==> config.mk <==
export PLATFORM = sky130hd
export DESIGN_NAME = base64_stream_codec_unit
export DESIGN_NICKNAME = d
export VERILOG_FILES = /design/src/design/b64sc_pkg.sv /design/src/design/b64sc_front.sv /design/src/design/b64sc_queue.sv /design/src/design/b64sc_back.sv /design/src/design/base64_stream_codec_unit.sv
export VERILOG_INCLUDE_DIRS = /design/src /design/src/design
export SDC_FILE = /design/constraint.sdc
export NUM_CORES = 1
export LEC_CHECK = 0
export BUFFER_PORTS_ARGS = -buffer_cell sky130_fd_sc_hd__buf_2
export CORE_MARGIN = 1
export CORE_UTILIZATION = 55
export CTS_CLUSTER_DIAMETER = 40
export DETAILED_ROUTE_END_ITERATION = 6
export HOLD_SLACK_MARGIN = 0.12
export PLACE_DENSITY = 0.72
export SLEW_MARGIN = 20
export SYNTH_ARGS = -nofsm -noshare
export SYNTH_HDL_FRONTEND = slang
export SYNTH_HIERARCHICAL = 1
export SYNTH_SLANG_ARGS = --single-unit
==> constraint.sdc <==
create_clock -name clk -period 7 [get_ports clk]
set_input_delay 0.35 -clock clk [delete_from_list [all_inputs] [get_ports clk]]
set_output_delay 0.35 -clock clk [all_outputs]
set_load 0.02 [all_outputs]
==> src/design/base64_stream_codec_unit_defines.svh <==
// ----------------------------------------------------------------------------
// base64_stream_codec_unit_defines
// Assertion macros used by the Base64 codec top level.
// ----------------------------------------------------------------------------
`ifndef BASE64_STREAM_CODEC_UNIT_DEFINES_SVH
`define BASE64_STREAM_CODEC_UNIT_DEFINES_SVH

// same-cycle implication, clocked on clk, quiet during rst
`define B64SC_ASSERT_NOW(label, ant, cons) \
  label: assert property (@(posedge clk) disable iff (rst) (ant) |-> (cons)) \
    else $error("b64sc same-cycle check failed");

// next-cycle implication, clocked on clk, quiet during rst
`define B64SC_ASSERT_NEXT(label, ant, cons) \
  label: assert property (@(posedge clk) disable iff (rst) (ant) |=> (cons)) \
    else $error("b64sc next-cycle check failed");

`endif

==> src/design/b64sc_pkg.sv <==
// ----------------------------------------------------------------------------
// b64sc_pkg
// Types, codes and alphabet functions for the Base64 stream codec.
// ----------------------------------------------------------------------------
package b64sc_pkg;

  // job queue geometry
  localparam int QUEUE_DEPTH = 2;
  localparam int QPTR_W      = (QUEUE_DEPTH > 1) ? $clog2(QUEUE_DEPTH) : 1;
  localparam int QCNT_W      = $clog2(QUEUE_DEPTH + 1);

  // job kinds
  localparam logic [1:0] KIND_ENC   = 2'd0;
  localparam logic [1:0] KIND_DEC   = 2'd1;
  localparam logic [1:0] KIND_EMPTY = 2'd2;

  // special codes from the character classifier
  localparam logic [6:0] CODE_PAD = 7'd64;
  localparam logic [6:0] CODE_BAD = 7'd65;

  // pad character '='
  localparam logic [7:0] CHAR_PAD = 8'h3D;

  // one group of work handed from front to back
  typedef struct packed {
    logic [23:0] bits;       // group bits, first result in the high bits
    logic [1:0]  kind;       // KIND_*
    logic [1:0]  nres_m1;    // number of results minus one
    logic [1:0]  valid_idx;  // encode: index of last real char, rest is '='
    logic        last;       // group closes the message
    logic        err;        // decode: bad character seen in group
  } job_t;

  // queue status seen by front and back
  typedef struct packed {
    logic full;
    logic empty;
  } q_status_t;

  // ASCII character -> sextet, CODE_PAD for '=', CODE_BAD otherwise
  function automatic logic [6:0] sextet_of(input logic [7:0] c);
    logic [6:0] r;
    case (c) inside
      [8'h41:8'h5A]: r = 7'(c - 8'h41);
      [8'h61:8'h7A]: r = 7'(c - 8'h47);
      [8'h30:8'h39]: r = 7'(c + 8'h04);
      8'h2B:         r = 7'd62;
      8'h2F:         r = 7'd63;
      8'h3D:         r = CODE_PAD;
      default:       r = CODE_BAD;
    endcase
    return r;
  endfunction

  // sextet -> alphabet character
  function automatic logic [7:0] char_of(input logic [5:0] s);
    logic [7:0] s8;
    logic [7:0] r;
    s8 = {2'b00, s};
    case (s) inside
      [6'd0:6'd25]:  r = s8 + 8'h41;
      [6'd26:6'd51]: r = s8 + 8'h47;
      [6'd52:6'd61]: r = s8 - 8'h04;
      6'd62:         r = 8'h2B;
      default:       r = 8'h2F;
    endcase
    return r;
  endfunction

endpackage

==> src/design/b64sc_front.sv <==
// ----------------------------------------------------------------------------
// b64sc_front
// Accepts input words, gathers groups and pushes finished group jobs.
// ----------------------------------------------------------------------------
module b64sc_front (
  input  logic                clk,
  input  logic                rst,
  input  logic                cfg_we,
  input  logic                cfg_wdata,
  input  logic                s_tvalid,
  output logic                s_tready,
  input  logic [7:0]          s_tdata,
  input  logic                s_tlast,
  input  b64sc_pkg::q_status_t q_status,
  output logic                push,
  output b64sc_pkg::job_t     push_job
);

  logic        direction;
  logic [23:0] bits;
  logic [1:0]  count;
  logic        err;

  logic [23:0] bits_next;
  logic [1:0]  count_next;
  logic        err_next;
  logic        job_here;

  logic [1:0]  enc_cnt;
  logic [23:0] enc_bits;
  logic [6:0]  code;
  logic [5:0]  sx;
  logic [23:0] dec_bits;
  logic [2:0]  dec_cnt;
  logic        dec_err;
  logic        accept;

  assign s_tready = !q_status.full;
  assign accept   = s_tvalid && s_tready;
  assign push     = accept && job_here;

  // classify the word and build the group job
  always_comb begin
    bits_next  = bits;
    count_next = count;
    err_next   = err;
    job_here   = 1'b0;
    push_job   = '0;
    enc_cnt    = count + 2'd1;
    enc_bits   = {bits[15:0], s_tdata};
    code       = b64sc_pkg::sextet_of(s_tdata);
    sx         = 6'd0;
    dec_bits   = bits;
    dec_cnt    = {1'b0, count};
    dec_err    = err;
    if (!direction) begin
      bits_next = enc_bits;
      if (enc_cnt == 2'd3) begin
        job_here           = 1'b1;
        push_job.kind      = b64sc_pkg::KIND_ENC;
        push_job.bits      = enc_bits;
        push_job.nres_m1   = 2'd3;
        push_job.valid_idx = 2'd3;
        push_job.last      = s_tlast;
      end else if (s_tlast) begin
        job_here           = 1'b1;
        push_job.kind      = b64sc_pkg::KIND_ENC;
        push_job.bits      = (enc_cnt == 2'd1) ? {enc_bits[7:0], 16'h0000}
                                               : {enc_bits[15:0], 8'h00};
        push_job.nres_m1   = 2'd3;
        push_job.valid_idx = enc_cnt;
        push_job.last      = 1'b1;
      end else begin
        count_next = enc_cnt;
      end
    end else begin
      // '=' adds nothing; a bad character counts as zero
      if (code != b64sc_pkg::CODE_PAD) begin
        if (code == b64sc_pkg::CODE_BAD) begin
          sx      = 6'd0;
          dec_err = 1'b1;
        end else begin
          sx = code[5:0];
        end
        dec_bits = {bits[17:0], sx};
        dec_cnt  = {1'b0, count} + 3'd1;
      end
      bits_next  = dec_bits;
      count_next = dec_cnt[1:0];
      err_next   = dec_err;
      if (dec_cnt == 3'd4) begin
        job_here         = 1'b1;
        push_job.kind    = b64sc_pkg::KIND_DEC;
        push_job.bits    = dec_bits;
        push_job.nres_m1 = 2'd2;
        push_job.last    = s_tlast;
        push_job.err     = dec_err;
      end else if (s_tlast) begin
        job_here      = 1'b1;
        push_job.last = 1'b1;
        push_job.err  = dec_err;
        if (dec_cnt >= 3'd2) begin
          push_job.kind    = b64sc_pkg::KIND_DEC;
          push_job.bits    = (dec_cnt == 3'd2) ? {dec_bits[11:0], 12'h000}
                                               : {dec_bits[17:0], 6'h00};
          push_job.nres_m1 = dec_cnt[1:0] - 2'd2;
        end else begin
          push_job.kind    = b64sc_pkg::KIND_EMPTY;
          push_job.nres_m1 = 2'd0;
        end
      end
    end
    // a finished group starts over
    if (job_here) begin
      bits_next  = 24'h000000;
      count_next = 2'd0;
      err_next   = 1'b0;
    end
  end

  // direction register and group state
  always_ff @(posedge clk) begin
    if (rst) begin
      direction <= 1'b0;
      bits      <= 24'h000000;
      count     <= 2'd0;
      err       <= 1'b0;
    end else if (cfg_we) begin
      direction <= cfg_wdata;
      bits      <= 24'h000000;
      count     <= 2'd0;
      err       <= 1'b0;
    end else if (accept) begin
      bits  <= bits_next;
      count <= count_next;
      err   <= err_next;
    end
  end

endmodule

==> src/design/b64sc_queue.sv <==
// ----------------------------------------------------------------------------
// b64sc_queue
// Short job queue between front and back.
// ----------------------------------------------------------------------------
module b64sc_queue (
  input  logic                 clk,
  input  logic                 rst,
  input  logic                 push,
  input  b64sc_pkg::job_t      push_job,
  input  logic                 pop,
  output b64sc_pkg::job_t      head_job,
  output b64sc_pkg::q_status_t q_status
);

  b64sc_pkg::job_t                 slots [b64sc_pkg::QUEUE_DEPTH];
  logic [b64sc_pkg::QPTR_W-1:0]    wr_ptr;
  logic [b64sc_pkg::QPTR_W-1:0]    rd_ptr;
  logic [b64sc_pkg::QCNT_W-1:0]    fill;

  localparam logic [b64sc_pkg::QPTR_W-1:0] PTR_TOP =
    b64sc_pkg::QPTR_W'(b64sc_pkg::QUEUE_DEPTH - 1);
  localparam logic [b64sc_pkg::QCNT_W-1:0] FILL_FULL =
    b64sc_pkg::QCNT_W'(b64sc_pkg::QUEUE_DEPTH);

  assign head_job       = slots[rd_ptr];
  assign q_status.full  = (fill == FILL_FULL);
  assign q_status.empty = (fill == '0);

  // slot write
  always_ff @(posedge clk) begin
    if (push) begin
      slots[wr_ptr] <= push_job;
    end
  end

  // pointers and fill level
  always_ff @(posedge clk) begin
    if (rst) begin
      wr_ptr <= '0;
      rd_ptr <= '0;
      fill   <= '0;
    end else begin
      if (push) begin
        wr_ptr <= (wr_ptr == PTR_TOP) ? '0 : wr_ptr + 1'b1;
      end
      if (pop) begin
        rd_ptr <= (rd_ptr == PTR_TOP) ? '0 : rd_ptr + 1'b1;
      end
      if (push && !pop) begin
        fill <= fill + 1'b1;
      end else if (pop && !push) begin
        fill <= fill - 1'b1;
      end
    end
  end

endmodule

==> src/design/b64sc_back.sv <==
// ----------------------------------------------------------------------------
// b64sc_back
// Walks the head job one result at a time into the output register.
// ----------------------------------------------------------------------------
module b64sc_back (
  input  logic                 clk,
  input  logic                 rst,
  input  b64sc_pkg::job_t      head_job,
  input  b64sc_pkg::q_status_t q_status,
  output logic                 pop,
  output logic                 m_tvalid,
  input  logic                 m_tready,
  output logic [7:0]           m_tdata,
  output logic                 m_tlast,
  output logic [1:0]           m_tuser
);

  logic [1:0] idx;
  logic       advance;
  logic       emit;
  logic       at_end;
  logic [5:0] sextet;
  logic [7:0] byte_sel;
  logic [7:0] res_data;
  logic       res_has;
  logic       res_bad;

  assign advance = !m_tvalid || m_tready;
  assign emit    = advance && !q_status.empty;
  assign at_end  = (idx == head_job.nres_m1);
  assign pop     = emit && at_end;

  // result idx of the head job
  always_comb begin
    case (idx)
      2'd0:    sextet = head_job.bits[23:18];
      2'd1:    sextet = head_job.bits[17:12];
      2'd2:    sextet = head_job.bits[11:6];
      default: sextet = head_job.bits[5:0];
    endcase
    case (idx)
      2'd0:    byte_sel = head_job.bits[23:16];
      2'd1:    byte_sel = head_job.bits[15:8];
      default: byte_sel = head_job.bits[7:0];
    endcase
    case (head_job.kind)
      b64sc_pkg::KIND_ENC: begin
        res_data = (idx > head_job.valid_idx) ? b64sc_pkg::CHAR_PAD
                                              : b64sc_pkg::char_of(sextet);
        res_has  = 1'b1;
        res_bad  = 1'b0;
      end
      b64sc_pkg::KIND_DEC: begin
        res_data = byte_sel;
        res_has  = 1'b1;
        res_bad  = head_job.err;
      end
      default: begin
        res_data = 8'h00;
        res_has  = 1'b0;
        res_bad  = head_job.err;
      end
    endcase
  end

  // output register; tuser = {bad_char, has_data}
  always_ff @(posedge clk) begin
    if (emit) begin
      m_tdata <= res_data;
      m_tlast <= head_job.last && at_end;
      m_tuser <= {res_bad, res_has};
    end
  end

  // result counter and output valid
  always_ff @(posedge clk) begin
    if (rst) begin
      m_tvalid <= 1'b0;
      idx      <= 2'd0;
    end else if (advance) begin
      m_tvalid <= !q_status.empty;
      if (emit) begin
        idx <= at_end ? 2'd0 : idx + 2'd1;
      end
    end
  end

endmodule

==> src/design/base64_stream_codec_unit.sv <==
// ----------------------------------------------------------------------------
// base64_stream_codec_unit
// Streaming Base64 codec, one byte in and one byte out per word.
// ----------------------------------------------------------------------------
// Input stream s_*: one byte per word, s_tlast marks the last byte of a
// message. Output stream m_*: one character or byte per word, m_tlast on the
// final word of a message, m_tuser carries has_data and bad_char.
// cfg_we/cfg_wdata write the direction (0 encode, 1 decode) and drop any
// partial group; write only while the block is idle.
// The first result of a group passes through the job queue slot and then
// the output register once the input word that completes it is accepted.
// The output register drains one result per cycle while m_tready is high;
// encoding turns 3 bytes into 4 characters, decoding turns 4 characters
// into 3 bytes out. A two-entry job queue between the input front and the
// output serializer sets how far input runs ahead.
// Reset (rst, synchronous) clears the queue, output valid, group state and
// selects encode. When m_tready is low the output word holds; input keeps
// flowing until the job queue is full, then s_tready drops.
// ----------------------------------------------------------------------------
`include "base64_stream_codec_unit_defines.svh"

module base64_stream_codec_unit (
  input  logic       clk,
  input  logic       rst,
  input  logic       cfg_we,
  input  logic       cfg_wdata,
  input  logic       s_tvalid,
  output logic       s_tready,
  input  logic [7:0] s_tdata,   // [7:0] in_byte
  input  logic       s_tlast,
  output logic       m_tvalid,
  input  logic       m_tready,
  output logic [7:0] m_tdata,   // [7:0] out_byte
  output logic       m_tlast,
  output logic [1:0] m_tuser    // [0] has_data, [1] bad_char
);

  b64sc_pkg::job_t      push_job;
  b64sc_pkg::job_t      head_job;
  b64sc_pkg::q_status_t q_status;
  logic                 push;
  logic                 pop;

  // input side: classify and group
  b64sc_front u_front (
    .clk       (clk),
    .rst       (rst),
    .cfg_we    (cfg_we),
    .cfg_wdata (cfg_wdata),
    .s_tvalid  (s_tvalid),
    .s_tready  (s_tready),
    .s_tdata   (s_tdata),
    .s_tlast   (s_tlast),
    .q_status  (q_status),
    .push      (push),
    .push_job  (push_job)
  );

  // job queue
  b64sc_queue u_queue (
    .clk      (clk),
    .rst      (rst),
    .push     (push),
    .push_job (push_job),
    .pop      (pop),
    .head_job (head_job),
    .q_status (q_status)
  );

  // output side: serialize results
  b64sc_back u_back (
    .clk      (clk),
    .rst      (rst),
    .head_job (head_job),
    .q_status (q_status),
    .pop      (pop),
    .m_tvalid (m_tvalid),
    .m_tready (m_tready),
    .m_tdata  (m_tdata),
    .m_tlast  (m_tlast),
    .m_tuser  (m_tuser)
  );

  // checks
  `B64SC_ASSERT_NOW(a_full_stalls_input, q_status.full, !s_tready)
  `B64SC_ASSERT_NOW(a_pop_needs_job, pop, !q_status.empty)
  `B64SC_ASSERT_NOW(a_empty_marker_last, m_tvalid && !m_tuser[0],
                    m_tlast && (m_tdata == 8'h00))
  `B64SC_ASSERT_NEXT(a_pop_shows_word, pop, m_tvalid)

endmodule
## Word-level counts from Yosys, hierarchy flattened

Memories as Yosys holds them, arrays and structs flattened. A register that Yosys moved wholly into a read port is not among the register bits.
Index checks and enable logic that the tools add are counted.

| word-level totals | value |
|---|---|
| register bits after elaboration | 46 |
| memory bits (writable) | 64 |
| bits of input ports | 15 |
| memories | 1 |

Memories:

| name | depth | width | read ports | clocked after memory_dff | write ports | line | text |
|---|---|---|---|---|---|---|---|
| u_queue.slots | 2 | 32 | 1 | 1 | 1 | b64sc_queue.sv:15 | `b64sc_pkg::job_t slots [b64sc_pkg::QUEUE_DEPTH];` |

| operators by class | value |
|---|---|
| add/sub/neg operators | 14 |
| order comparisons | 14 |
| equality and inequality tests | 17 |
| muxes and demuxes | 56 |
| reduce and logical (&&, ||, !) cells | 29 |

Operators with widths:

| operator | count |
|---|---|
| $mux 24 | 6 |
| $mux 28 | 3 |
| $mux 31 | 2 |
| $mux 7 | 5 |
| $mux 8 | 4 |
| $pmux 8 s2 | 2 |
| $eq 8x6->1 const B | 3 |
| $mux 2 | 10 |
| $mux 1 | 18 |
| $pmux 6 s3 | 1 |
| $add 6x7->8 const B | 2 |
| $ge 8x7->1 const B | 2 |
| $le 8x7->1 const B | 2 |
| $sub 7x7->7 const B | 2 |
| $logic_and 1x1->1 | 13 |
| $le 6x6->1 const B | 2 |
| $mux 3 | 3 |
| $ge 8x6->1 const B | 1 |
| $le 8x6->1 const B | 1 |
| $add 7x3->7 const B | 1 |
| $eq 7x7->1 const B | 1 |
| $ne 7x7->1 const B | 1 |
| $sub 6x3->7 const B | 1 |
| $add 2x1->2 const B | 3 |
| other kinds (26) | 41 |

## Depth between registers and ports, before layout

Gate-level depths: netlist of run 1.

| depth | value |
|---|---|
| word-level depth | 18 |
| mapped depth | 13 |
| gate-level depth less buffers | 12 |

## Cells and area by module

Netlist of run 1, hierarchy kept.

By module, submodules not included:

| module | times used | cells each | area each (µm²) | seq. area each (µm²) |
|---|---|---|---|---|
| b64sc_front | 1 | 374 | 3014.1 | 440.4 |
| b64sc_queue | 1 | 122 | 2517.4 | 2021.9 |
| b64sc_back | 1 | 161 | 1412.6 | 390.4 |

## Worst setup path before layout of run 1

OpenSTA, ideal clock, no wires.

| timing | value |
|---|---|
| path kind | input-to-reg |
| start | input s_tdata[2] |
| end | memory u_queue/slots[0][0] (netlist bit) (enable) |
| data arrival time | 3.590 ns |
| data required time | 6.575 ns |
| path slack | 2.985 ns |
| cell stages on the path | 10 |
| path buffers | 1 |
| cells stage by stage | buf_6 inv_1 ha_1 a21o_4 a311oi_4 a22oi_4 nand4_4 o21ai_4 a21oi_1 nor2b_1 |

| between the ends | value |
|---|---|
| word-level cells in the longest chain between the ends | 16 |
| elaborated cells between the ends (all ways) | 30 |
| classes of those cells | 3 x add/sub; 6 x order compare; 5 x eq/ne; 12 x mux; 4 x reduce/logical |

Ends and longest elaborated chain:

| element | line | text |
|---|---|---|
| start: declaration | base64_stream_codec_unit.sv:29 | `input logic [7:0] s_tdata,` |
| $eq 8x6->1 | b64sc_front.sv:51 | `code = b64sc_pkg::sextet_of(s_tdata);` |
| $mux 1 | b64sc_pkg.sv:43 | `case (c) inside` |
| $mux 7 (4 in series) | b64sc_pkg.sv:43 |  |
| $mux 7 (*) | b64sc_pkg.sv:43 |  |
| $ne 7x7->1 (*) | b64sc_front.sv:78 | `if (code != b64sc_pkg::CODE_PAD) begin` |
| $mux 3 (*) | b64sc_front.sv:78 |  |
| $mux 3 (*) | b64sc_front.sv:56 | `if (!direction) begin` |
| $eq 3x3->1 (*) | b64sc_front.sv:91 | `if (dec_cnt == 3'd4) begin` |
| $mux 1 (*) | b64sc_front.sv:91 |  |
| $mux 1 (*) | b64sc_front.sv:56 |  |
| $logic_and 1x1->1 (*) | b64sc_front.sv:40 | `assign push = accept && job_here;` |
| via push | base64_stream_codec_unit.sv:41 | `logic push;` |
| $mux 1 (*) | b64sc_queue.sv:31 | `if (push) begin` |
| $mux 1 (implied by the code) (*) | b64sc_queue.sv:32 | `slots[wr_ptr] <= push_job;` |
| end: declaration | b64sc_queue.sv:15 |  |

Mark *: on every way through the listed nets, which the timed path passes. The rest lies on a longest branch. The select of a mux whose other input is x is not followed.

==> metrics.csv, run 1 <==
metric,value,unit
synthesis-to-finish area growth,4.36,%
leakage power summed over all cells,2.51,nW
most used standard cells in the synthesized netlist,"edfxtp_1, nor2_1, nand2_1",
post-route fraction of the period consumed by the critical path,48.6,%
total global-route track usage,28.0,%
Post-Syn Area per Cell,10.6,um2
first-pass GRT wire length,28200,um
adder-cell area share of the yosys netlist,3.42,%
first element of the critical path,s_tdata[2],
total gr overflow,0,
type of origin of the critical path,input pin,
headroom to the max-slew limit,32.5,%
area fraction of the dominant cell type after synthesis,32.4,%
vias in the first global route,5179,
cell type with the highest aggregate area in the netlist,edfxtp_1,
post-synthesis simple-gate area fraction,14.3,%
outcome,"complete, but fails checks",
maximum number of buffers from clock root to sink,2,
final hold vios,0,
final setup vio count,0,
final wirelength,17800,um
maximum number of pins on one net before global-route repair,34,
largest family of logic cells by synthesized area,compound AO/OA/AOI/OAI gates,
half-perimeter wire length of the detailed placement result,12400,um
Worst Clk Skew,0.0123,ns
number of max-cap violations,0,
clk sink count,105,
Setup Buffers After CTS,0,
antenna-violating nets left,0,
share of layout cells above drive strength 1,22.2,%
routed length per instance,21.7,um
Core Footprint,12200,um2
starting density of the core,57.1,%
min Tclk post-route,3.40,ns
Via density,6.72,
total cell area at the placement stage,6950,um2
Pins Over Slew Limit,0,
Post-Route Utilization,59.6,%
Die Footprint,13100,um2
number of synthesized flops with an enable pin,75,
Synth async-reset ratio,0,%
Critical Setup Path Class,input pin to flip-flop,
Resize count post-CTS,0,
maximum frequency from static timing analysis,294,MHz
vias after detailed routing,5514,
final instance area,7250,um2
number of buffers added to fix hold violations after cts,0,
required arrival time at the worst endpoint,7.05,ns
net count of the mapped netlist,691,
violated checks,design-rule violations,
Power Dens Cells,358,nW/um2
most common cell in the synthesized netlist,edfxtp_1,
number of diodes added for antenna fixing,0,
RSZ-0062 raised after global routing,no,
top_reg_cell synth,edfxtp_1,
slew at the pin with the worst max-slew slack,1.01,ns
Worst VDD drop,0.167,mV
parity-gate share of the synthesized area counting xor and xnor cells,1.51,%
number of DRC violations after detailed routing,7,
kind of end point of the critical path,flip-flop,
final setup TNS,0,ns
count of nets after finishing,681,
number of distinct library cell variants in the gate-level netlist after synthesis,102,
clock latency at the later pin of the worst-skew pair,0.35,ns
number of filler instances in the final layout,1039,
I/O pin count,28,
CTS tree,yes,
count of port buffers added during placement,27,
clock transition time at the flip-flop clock pins of the worst setup and hold paths,0.07,ns
width of the die,114,um
reg-to-reg setup timing slack,3.68,ns
Routability Congestion,1.00,
Worst Hold Margin,0.239,ns
leading post-synthesis cells by cell area,"edfxtp_1, dfxtp_1, mux2_2",
first-pass detailed-route iteration total,7,
source of the worst hold timing path,cfg_wdata,
number of warnings printed during yosys synthesis,6,
count of standard-cell rows,40,
number of H-tree levels,3,
CTS Root Cell,clkbuf_16,
post-synth design cell area,6940,um2
iteration-0 DRC count of the detailed router,997,
multiplexer share of the synthesized area,7.57,%
area fraction in compound gates after synthesis,25.1,%
Yosys reg bits,105,
initial antenna violation count,0,
crit-path max FO,26,
Hold Path Class,input pin to flip-flop,
start of the worst register-to-register path,u_front/count[0],
sequential share of the synthesized area,41.1,%
Vert. Die Dim,114,um
CP Data Arrival Time,3.46,ns
total clock buffers created by CTS,9,
post-synthesis instance total,657,
[cell usage in the layout, fill, tap and decap left out, types with 17 or more instances in the layout]
master,instances
a21oi_1,32
ha_1,19
mux2_2,39
nor2_1,53
buf_2,27
dfxtp_1,30
nand2_1,43
a22oi_1,25
inv_1,21
edfxtp_1,75
a222oi_1,17
[flip-flops by register name, summed over array words and instances (netlist names), named ones only]
signal / flops
u_back/m_tvalid: 1
u_queue/fill: 2
u_front/count: 2
u_back/m_tlast: 1
u_back/idx: 2
u_back/m_tdata: 8
u_front/err: 1
u_queue/wr_ptr: 1
u_front/bits: 18
u_queue/slots: 64
u_queue/rd_ptr: 1
u_back/m_tuser: 2
u_front/direction: 1
[worst paths after layout]
kind	cells after the start	end
worst max-delay path	11	u_queue/slots[1][29]
worst min-delay path	3	u_front/direction
worst max register to register	8	u_queue/slots[0][19]
worst min register to register	2	u_back/m_tvalid
[stage by stage]
stage                     power (mW)  worst slack [ns]  cells
after floorplan                 1.85              2.98    657
after global placement          2.04              3.47    804
after detailed placement        2.07              3.37    804
after CTS                       2.58              3.71    820
after global routing            2.73              3.43    820
final                           2.59              3.60    820
[report_power, final]
part / leakage, nW / internal, mW / total, mW / switching (mW)
sequential: 0.951 / 0.787 / 0.834 / 0.0470
combinational: 1.41 / 0.460 / 1.25 / 0.789
clock: 0.147 / 0.276 / 0.509 / 0.233
total: 2.51 / 1.52 / 2.59 / 1.07
[logic make-up (layout without fill, tap and decap cells)]
logic type / after synthesis / in the layout
AOI/OAI and AO/OA: 214 / 214
xor gates and xnor gates: 12 / 12
adders and majority gates: 19 / 19
buffers and inverters: 78 / 73
DFF: 105 / 105
muxes: 46 / 46
and+or+nand+nor: 183 / 183
[metal layers]
metal	up-vias	GRT usage (%)	wire length, um
li1	2509	-	-
met1	2674	40.0	8060
met2	285	42.9	7950
met3	46	4.71	1260
met4	0	10.0	513
met5	-	0	0
[cell type report]
class | count | area [um2] | share of cell area, %
Clock inverter | 4 | 30.0 | 0.414
Tap cell | 168 | 210 | 2.90
Clock buffer | 12 | 268 | 3.69
Sequential cell | 105 | 2850 | 39.4
Timing Repair Buffer | 33 | 180 | 2.49
Inverter | 24 | 90.1 | 1.24
Multi-Input combinational cell | 474 | 3620 | 49.9
[critical path: stages]
cell and delay, ns:
buf_2 0.23, inv_1 0.14, ha_1 0.34, nor2b_4 0.19, o21ai_2 0.36, nand3_1 0.17, and3_4 0.24, nor2_4 0.47
nor2_1 0.39, a222oi_1 0.39, o31ai_2 0.18
(Power assumes the default switching activity.)
==> inputs of run 2 (changes only) <==
==> constraint.sdc (replaced) <==
create_clock -name clk -period 3.3 [get_ports clk]
set_input_delay 0.165 -clock clk [delete_from_list [all_inputs] [get_ports clk]]
set_output_delay 0.165 -clock clk [all_outputs]
set_load 0.02 [all_outputs]
==> run 2 against run 1 <==
Compared with the run above:
- the run still ends with design-rule violations left
- clock power is 96% higher
- global-route usage hardly changed
- first-iteration DRC count is 26% lower
- via count is 0.13% lower
- register-to-register slack worse by 3.4 ns
- power is 110% higher
- worst setup slack worse by 3.3 ns
- non-clock buffer count is 24 higher
- clock skew is 0.0053 ns lower
- count of clock-buffer cells in the layout is 3 lower
- final cell count is 2.9% higher
- largest cell class unchanged
==> metrics.csv, run 2 (synthesized netlist as in run 1, its figures left out) <==
metric,value,unit,change
outcome,"complete, but fails checks",,
violated checks,design-rule violations,,
Pins Over Slew Limit,0,,unchanged
Vert. Die Dim,114,um,unchanged
Final Instance Count excl. Fillers,844,,+2.9%
total global-route track usage,28.1,%,+0.029 points
Routability Congestion,0.990,,-1.1%
CP max stage delay,0.61,ns,+0.14 ns
maximum frequency from static timing analysis,336,MHz,
clock latency at the later pin of the worst-skew pair,0.35,ns,about the same
leading registers by flop count,"u_queue/slots x64, u_front/bits x18, u_back/m_tdata x8",,
starting density of the core,57.1,%,unchanged
number of H-tree levels,3,,unchanged
required arrival time at the worst endpoint,3.41,ns,-3.64 ns
CTS tree,yes,,
final instance area,7450,um2,+2.8%
Worst VDD drop,0.371,mV,+120%
final wirelength,17500,um,-1.6%
Core Footprint,12200,um2,unchanged
register ranked first by flip-flop count,u_queue/slots,,
I/O pin count,28,,unchanged
count of nets after finishing,705,,+3.5%
start of the worst register-to-register path,u_back/idx[0],,
RSZ-0062 raised after global routing,no,,
width of the die,114,um,unchanged
first-pass detailed-route iteration total,7,,unchanged
source of the worst hold timing path,rst,,
type of origin of the critical path,flip-flop,,
Via density,6.52,,-3.0%
routed length per instance,20.7,um,-4.4%
number of diodes added for antenna fixing,0,,unchanged
cell chain of the critical path,inv_1 > ha_1 > nand2_1 > a32oi_2 > nand2_1 > o21ai_1 > nor3b_1 > o31ai_2,,
half-perimeter wire length of the detailed placement result,12800,um,+3.8%
Power Dens Cells,733,nW/um2,+100%
slew at the pin with the worst max-slew slack,0.852,ns,-0.160 ns
Hold Path Depth,2,,-1
worst reg2reg path depth,8,,unchanged
number of max-cap violations,0,,unchanged
final setup TNS,0,ns,unchanged
clk sink count,105,,unchanged
most frequent cells in the layout,"edfxtp_1, nor2_1, nand2_1",,
iteration-0 DRC count of the detailed router,734,,-26%
min Tclk post-route,2.97,ns,
end of the worst register-to-register path,u_back/m_tdata[3],,
worst hold path endpoint,u_back/idx[0],,
count of port buffers added during placement,27,,unchanged
CTS Root Cell,clkbuf_16,,
"most common cell after layout, fill and taps aside",edfxtp_1,,
antenna-violating nets left,0,,unchanged
reg-to-reg setup timing slack,0.33,ns,-3.35 ns
post-route fraction of the period consumed by the critical path,90.1,%,
count of standard-cell rows,40,,unchanged
Worst Clk Skew,0.00698,ns,-0.00530 ns
synthesis-to-finish area growth,7.32,%,
# placed instances,825,,+2.6%
Critical Setup Path Class,flip-flop to flip-flop,,
initial antenna violation count,0,,unchanged
total cell area at the placement stage,7140,um2,+2.8%
clock transition time at the flip-flop clock pins of the worst setup and hold paths,0.07,ns,about the same
first-pass GRT wire length,27700,um,-2.0%
total clock buffers created by CTS,9,,unchanged
CP Data Arrival Time,3.08,ns,-0.38 ns
final setup vio count,0,,unchanged
vias after detailed routing,5507,,-0.13%
Die Footprint,13100,um2,unchanged
Post-Route Utilization,61.3,%,+1.7 points
share of layout cells above drive strength 1,24.9,%,+2.6 points
cell repeated most along the worst path,nand2_1,,
maximum number of pins on one net before global-route repair,33,,-2.9%
kind of end point of the critical path,flip-flop,,
headroom to the max-slew limit,43.0,%,+10 points
Setup Buffers After CTS,0,,unchanged
number of filler instances in the final layout,1025,,-1.3%
number of buffers added to fix hold violations after cts,3,,+3
Resize count post-CTS,0,,unchanged
vias in the first global route,5229,,+0.97%
crit-path max FO,12,,-54%
Hold Path Class,input pin to flip-flop,,
leakage power summed over all cells,2.62,nW,+4.4%
Critical-path top delay cell,a32oi_2,,
final hold vios,0,,unchanged
number of DRC violations after detailed routing,5,,-2
total gr overflow,0,,unchanged
flip-flop count of the largest register after layout,64,,unchanged
maximum number of buffers from clock root to sink,2,,unchanged
[run 2: metal layers]
layer  global-route usage [%]  part of all wire (%)  vias to the layer above
met2                     43.8                    46                      255
met5                        0                     0                        -
met4                     14.0                   3.5                        0
met3                     5.45                   7.6                       54
li1                         -                     -                     2562
met1                     37.4                    43                     2636
[run 2: area by class of cell]
class	instances	area, um2	area share [%]
clock buffers	9	225	3.02
clock inverters	7	52.6	0.705
inverters	24	90.1	1.21
multi-input cells	474	3620	48.5
flip-flops and latches	105	2850	38.3
well taps	168	210	2.82
repair buffers	57	405	5.44
[run 2: how the worst max path moves through the flow]
stage                              from              endpoint  slack (ns)
final                     u_back/idx[0]     u_back/m_tdata[3]        0.33
after global routing      u_back/idx[0]     u_back/m_tdata[3]        0.09
after CTS                 u_back/idx[0]     u_back/m_tdata[3]        0.40
after detailed placement     s_tdata[2]  u_queue/slots[0][15]        0.15
after global placement       s_tdata[2]  u_queue/slots[1][15]        0.25
after floorplan              s_tdata[2]   u_queue/slots[0][0]        0.06
[run 2: where the power goes]
| group | switching, mW | total (mW) | internal [mW] | leakage (nW) |
|---|---|---|---|---|
| sequential | 0.106 | 1.78 | 1.67 | 0.951 |
| combinational | 1.64 | 2.68 | 1.05 | 1.53 |
| clock | 0.487 | 1.00 | 0.517 | 0.136 |
[run 2: critical path: cells and delay by family (launching register included)]
family | cells | cell delay [ns]
flip-flops | 1 | 0.38
AND/OR/NAND/NOR | 3 | 0.73
buffers and inverters | 1 | 0.14
AO/OA/AOI/OAI | 3 | 1.02
adder cells (fa/ha/maj) | 1 | 0.45
[run 2: per-stage QoR]
stage / worst slack, ns / power [mW] / hold WS, ns
2_1_floorplan: 0.0610 / 3.93 / 0.234
3_3_place_gp: 0.254 / 4.38 / 0.402
3_5_place_dp: 0.150 / 4.45 / 0.425
4_1_cts: 0.396 / 5.46 / 0.121
5_1_grt: 0.0936 / 5.78 / 0.130
6_report: 0.327 / 5.46 / 0.132
==> inputs of run 3 (changes only) <==
--- a/config.mk
+++ b/config.mk
@@ -13,6 +13,7 @@
 export DETAILED_ROUTE_END_ITERATION = 6
 export HOLD_SLACK_MARGIN = 0.12
 export PLACE_DENSITY = 0.72
+export REMOVE_ABC_BUFFERS = 1
 export SLEW_MARGIN = 20
 export SYNTH_ARGS = -nofsm -noshare
 export SYNTH_HDL_FRONTEND = slang
==> run 3 against run 2 <==
Compared with the run above:
- global-route usage up 1.0 points
- combinational power about the same
- sequential cell count unchanged
- highest routed layer unchanged
- die area unchanged
- via count is essentially flat
- sequential share of layout area down 0.27 points
- sequential power hardly changed
- power is 1.6% higher
- non-clock buffer count is 3 higher
- hold slack improved by 0.033 ns
- maximum frequency down 0.58%
- the flow now finishes without violations
==> metrics.csv, run 3 (synthesized netlist as in run 1, its figures left out) <==
metric,value,unit,change
outcome,finished clean,,
Resize count post-CTS,0,,unchanged
required arrival time at the worst endpoint,3.41,ns,about the same
Setup Buffers After CTS,0,,unchanged
Die Footprint,13100,um2,unchanged
vias after detailed routing,5505,,-0.036%
most frequent cells in the layout,"edfxtp_1, nor2_1, nand2_1",,
final setup vio count,0,,unchanged
first-pass detailed-route iteration total,6,,-1
share of layout cells above drive strength 1,24.7,%,-0.11 points
sequential share of power,32.0,%,-0.5 points
area occupied by registers,2850,um2,unchanged
headroom to the max-slew limit,38.4,%,-4.6 points
total global-route track usage,29.1,%,+1.0 points
reg-to-reg setup timing slack,0.31,ns,-0.02 ns
Pins Over Slew Limit,0,,unchanged
type of origin of the critical path,flip-flop,,
net switching power,2.28,mW,+2.4%
iteration-0 DRC count of the detailed router,771,,+5.0%
synthesis-to-finish area growth,8.07,%,
I/O pin count,28,,unchanged
RSZ-0062 raised after global routing,no,,
number of diodes added for antenna fixing,0,,unchanged
number of DRC violations after detailed routing,0,,-5
number of buffers added to fix hold violations after cts,6,,+3
met1 Usage GRT,37.8,%,+0.48 points
count of standard-cell rows,40,,unchanged
post-route fraction of the period consumed by the critical path,90.6,%,+0.53 points
busiest layer in global routing,met2,,
clk sink count,105,,unchanged
clock latency at the later pin of the worst-skew pair,0.37,ns,+0.02 ns
final setup TNS,0,ns,unchanged
kind of cell adding the most delay to the critical path,compound AO/OA/AOI/OAI gates,,
kind of end point of the critical path,flip-flop,,
count of port buffers added during placement,27,,unchanged
register ranked first by flip-flop count,u_queue/slots,,
leading registers by flop count,"u_queue/slots x64, u_front/bits x18, u_back/m_tdata x8",,
Buffers & Inverters on Critical Path,1,,unchanged
Via density,6.50,,-0.39%
Core Footprint,12200,um2,unchanged
half-perimeter wire length of the detailed placement result,13100,um,+2.0%
met3 Track Usage GR,4.92,%,-0.53 points
starting density of the core,57.1,%,unchanged
Routability Congestion,0.991,,about the same
number of H-tree levels,3,,unchanged
count of nets after finishing,708,,+0.43%
first-pass GRT wire length,28600,um,+3.2%
clock transition time at the flip-flop clock pins of the worst setup and hold paths,0.08,ns,about the same
maximum number of buffers from clock root to sink,2,,unchanged
leakage power summed over all cells,2.64,nW,+0.99%
vias in the first global route,5221,,-0.15%
combinational power share,48.5,%,-0.6 points
total clock buffers created by CTS,9,,unchanged
maximum frequency from static timing analysis,334,MHz,-0.58%
Power Dens Cells,739,nW/um2,+0.88%
Vert. Die Dim,114,um,unchanged
initial antenna violation count,0,,unchanged
CTS Root Cell,clkbuf_16,,
internal power of the cells,3.26,mW,+1.0%
Critical Setup Path Class,flip-flop to flip-flop,,
total cell area at the placement stage,7140,um2,unchanged
post-layout worst setup margin,0.309,ns,-0.0174 ns
slew at the pin with the worst max-slew slack,0.920,ns,+0.0681 ns
cell repeated most along the worst path,nand2_1,,
final wirelength,17800,um,+1.9%
Worst Hold Margin,0.165,ns,+0.0332 ns
Worst VDD drop,0.311,mV,-16%
number of filler instances in the final layout,1018,,-0.68%
CTS tree,yes,,
Post-Place Worst Slack,0.264,ns,+0.114 ns
width of the die,114,um,unchanged
min Tclk post-route,2.99,ns,+0.0174 ns
number of max-cap violations,0,,unchanged
Critical-path top delay cell,a32oi_2,,
Hold Path Class,input pin to flip-flop,,
post-route total power,5.55,mW,+1.6%
total gr overflow,0,,unchanged
final instance area,7500,um2,+0.71%
Worst Clk Skew,0.0125,ns,+0.00555 ns
area of the multi-input gates,3620,um2,unchanged
switching power as a share of total power,41.2,%,+0.34 points
"most common cell after layout, fill and taps aside",edfxtp_1,,
maximum number of pins on one net before global-route repair,34,,+3.0%
routed length per instance,21.1,um,+1.6%
Post-Route Utilization,61.7,%,+0.43 points
antenna-violating nets left,0,,unchanged
Clk pwr share,19.6,%,+1.2 points
crit-path max FO,12,,unchanged
# placed instances,825,,unchanged
CP Data Arrival Time,3.10,ns,+0.02 ns
cell chain of the critical path,inv_1 > ha_1 > nand2_1 > a32oi_2 > nand2_1 > o21ai_1 > nor3b_1 > o31ai_2,,
CP max stage delay,0.61,ns,about the same
final hold vios,0,,unchanged
global-route met2 utilization,47.4,%,+3.6 points
flip-flop count of the largest register after layout,64,,unchanged
Final Instance Count excl. Fillers,847,,+0.36%
==> run 3: metal layers <==
metal  vias up  wire length [um]
met2       245              8560
met4         0               533
met3        44              1220
met5         -                 0
li1       2566                 -
met1      2650              7530
==> run 3: power groups by stage <==
stage / combinational (mW) / clock [mW] / sequential, mW
finish: 2.69 / 1.09 / 1.77
global placement: 2.62 / 0 / 1.79
CTS: 2.66 / 1.11 / 1.77
global route: 2.93 / 1.14 / 1.80
detailed placement: 2.64 / 0 / 1.80
floorplan: 1.84 / 0 / 1.92
==> run 3: area by class of cell <==
type | count | area share [%]
Sequential cell | 105 | 38.0
Timing Repair Buffer | 60 | 5.80
Inverter | 24 | 1.20
Clock inverter | 7 | 1.00
Tap cell | 168 | 2.80
Multi-Input combinational cell | 474 | 48.2
Clock buffer | 9 | 3.00
==> run 3: worst paths after layout <==
path                    from                  end  cells past startpoint
max            u_back/idx[0]    u_back/m_tdata[3]                      8
min                  s_tlast  u_queue/slots[1][1]                      1
max reg2reg    u_back/idx[0]    u_back/m_tdata[3]                      8
min reg2reg  u_queue/fill[1]      u_queue/fill[1]                      2
==> run 3: worst register-to-register path: cells and delay by family (launching register included) <==
| kind | cells | cell delay (ns) |
|---|---|---|
| buffers and inverters | 1 | 0.13 |
| adder cells (fa/ha/maj) | 1 | 0.43 |
| AND/OR/NAND/NOR | 3 | 0.74 |
| AO/OA/AOI/OAI | 3 | 1.05 |
| flip-flops | 1 | 0.38 |
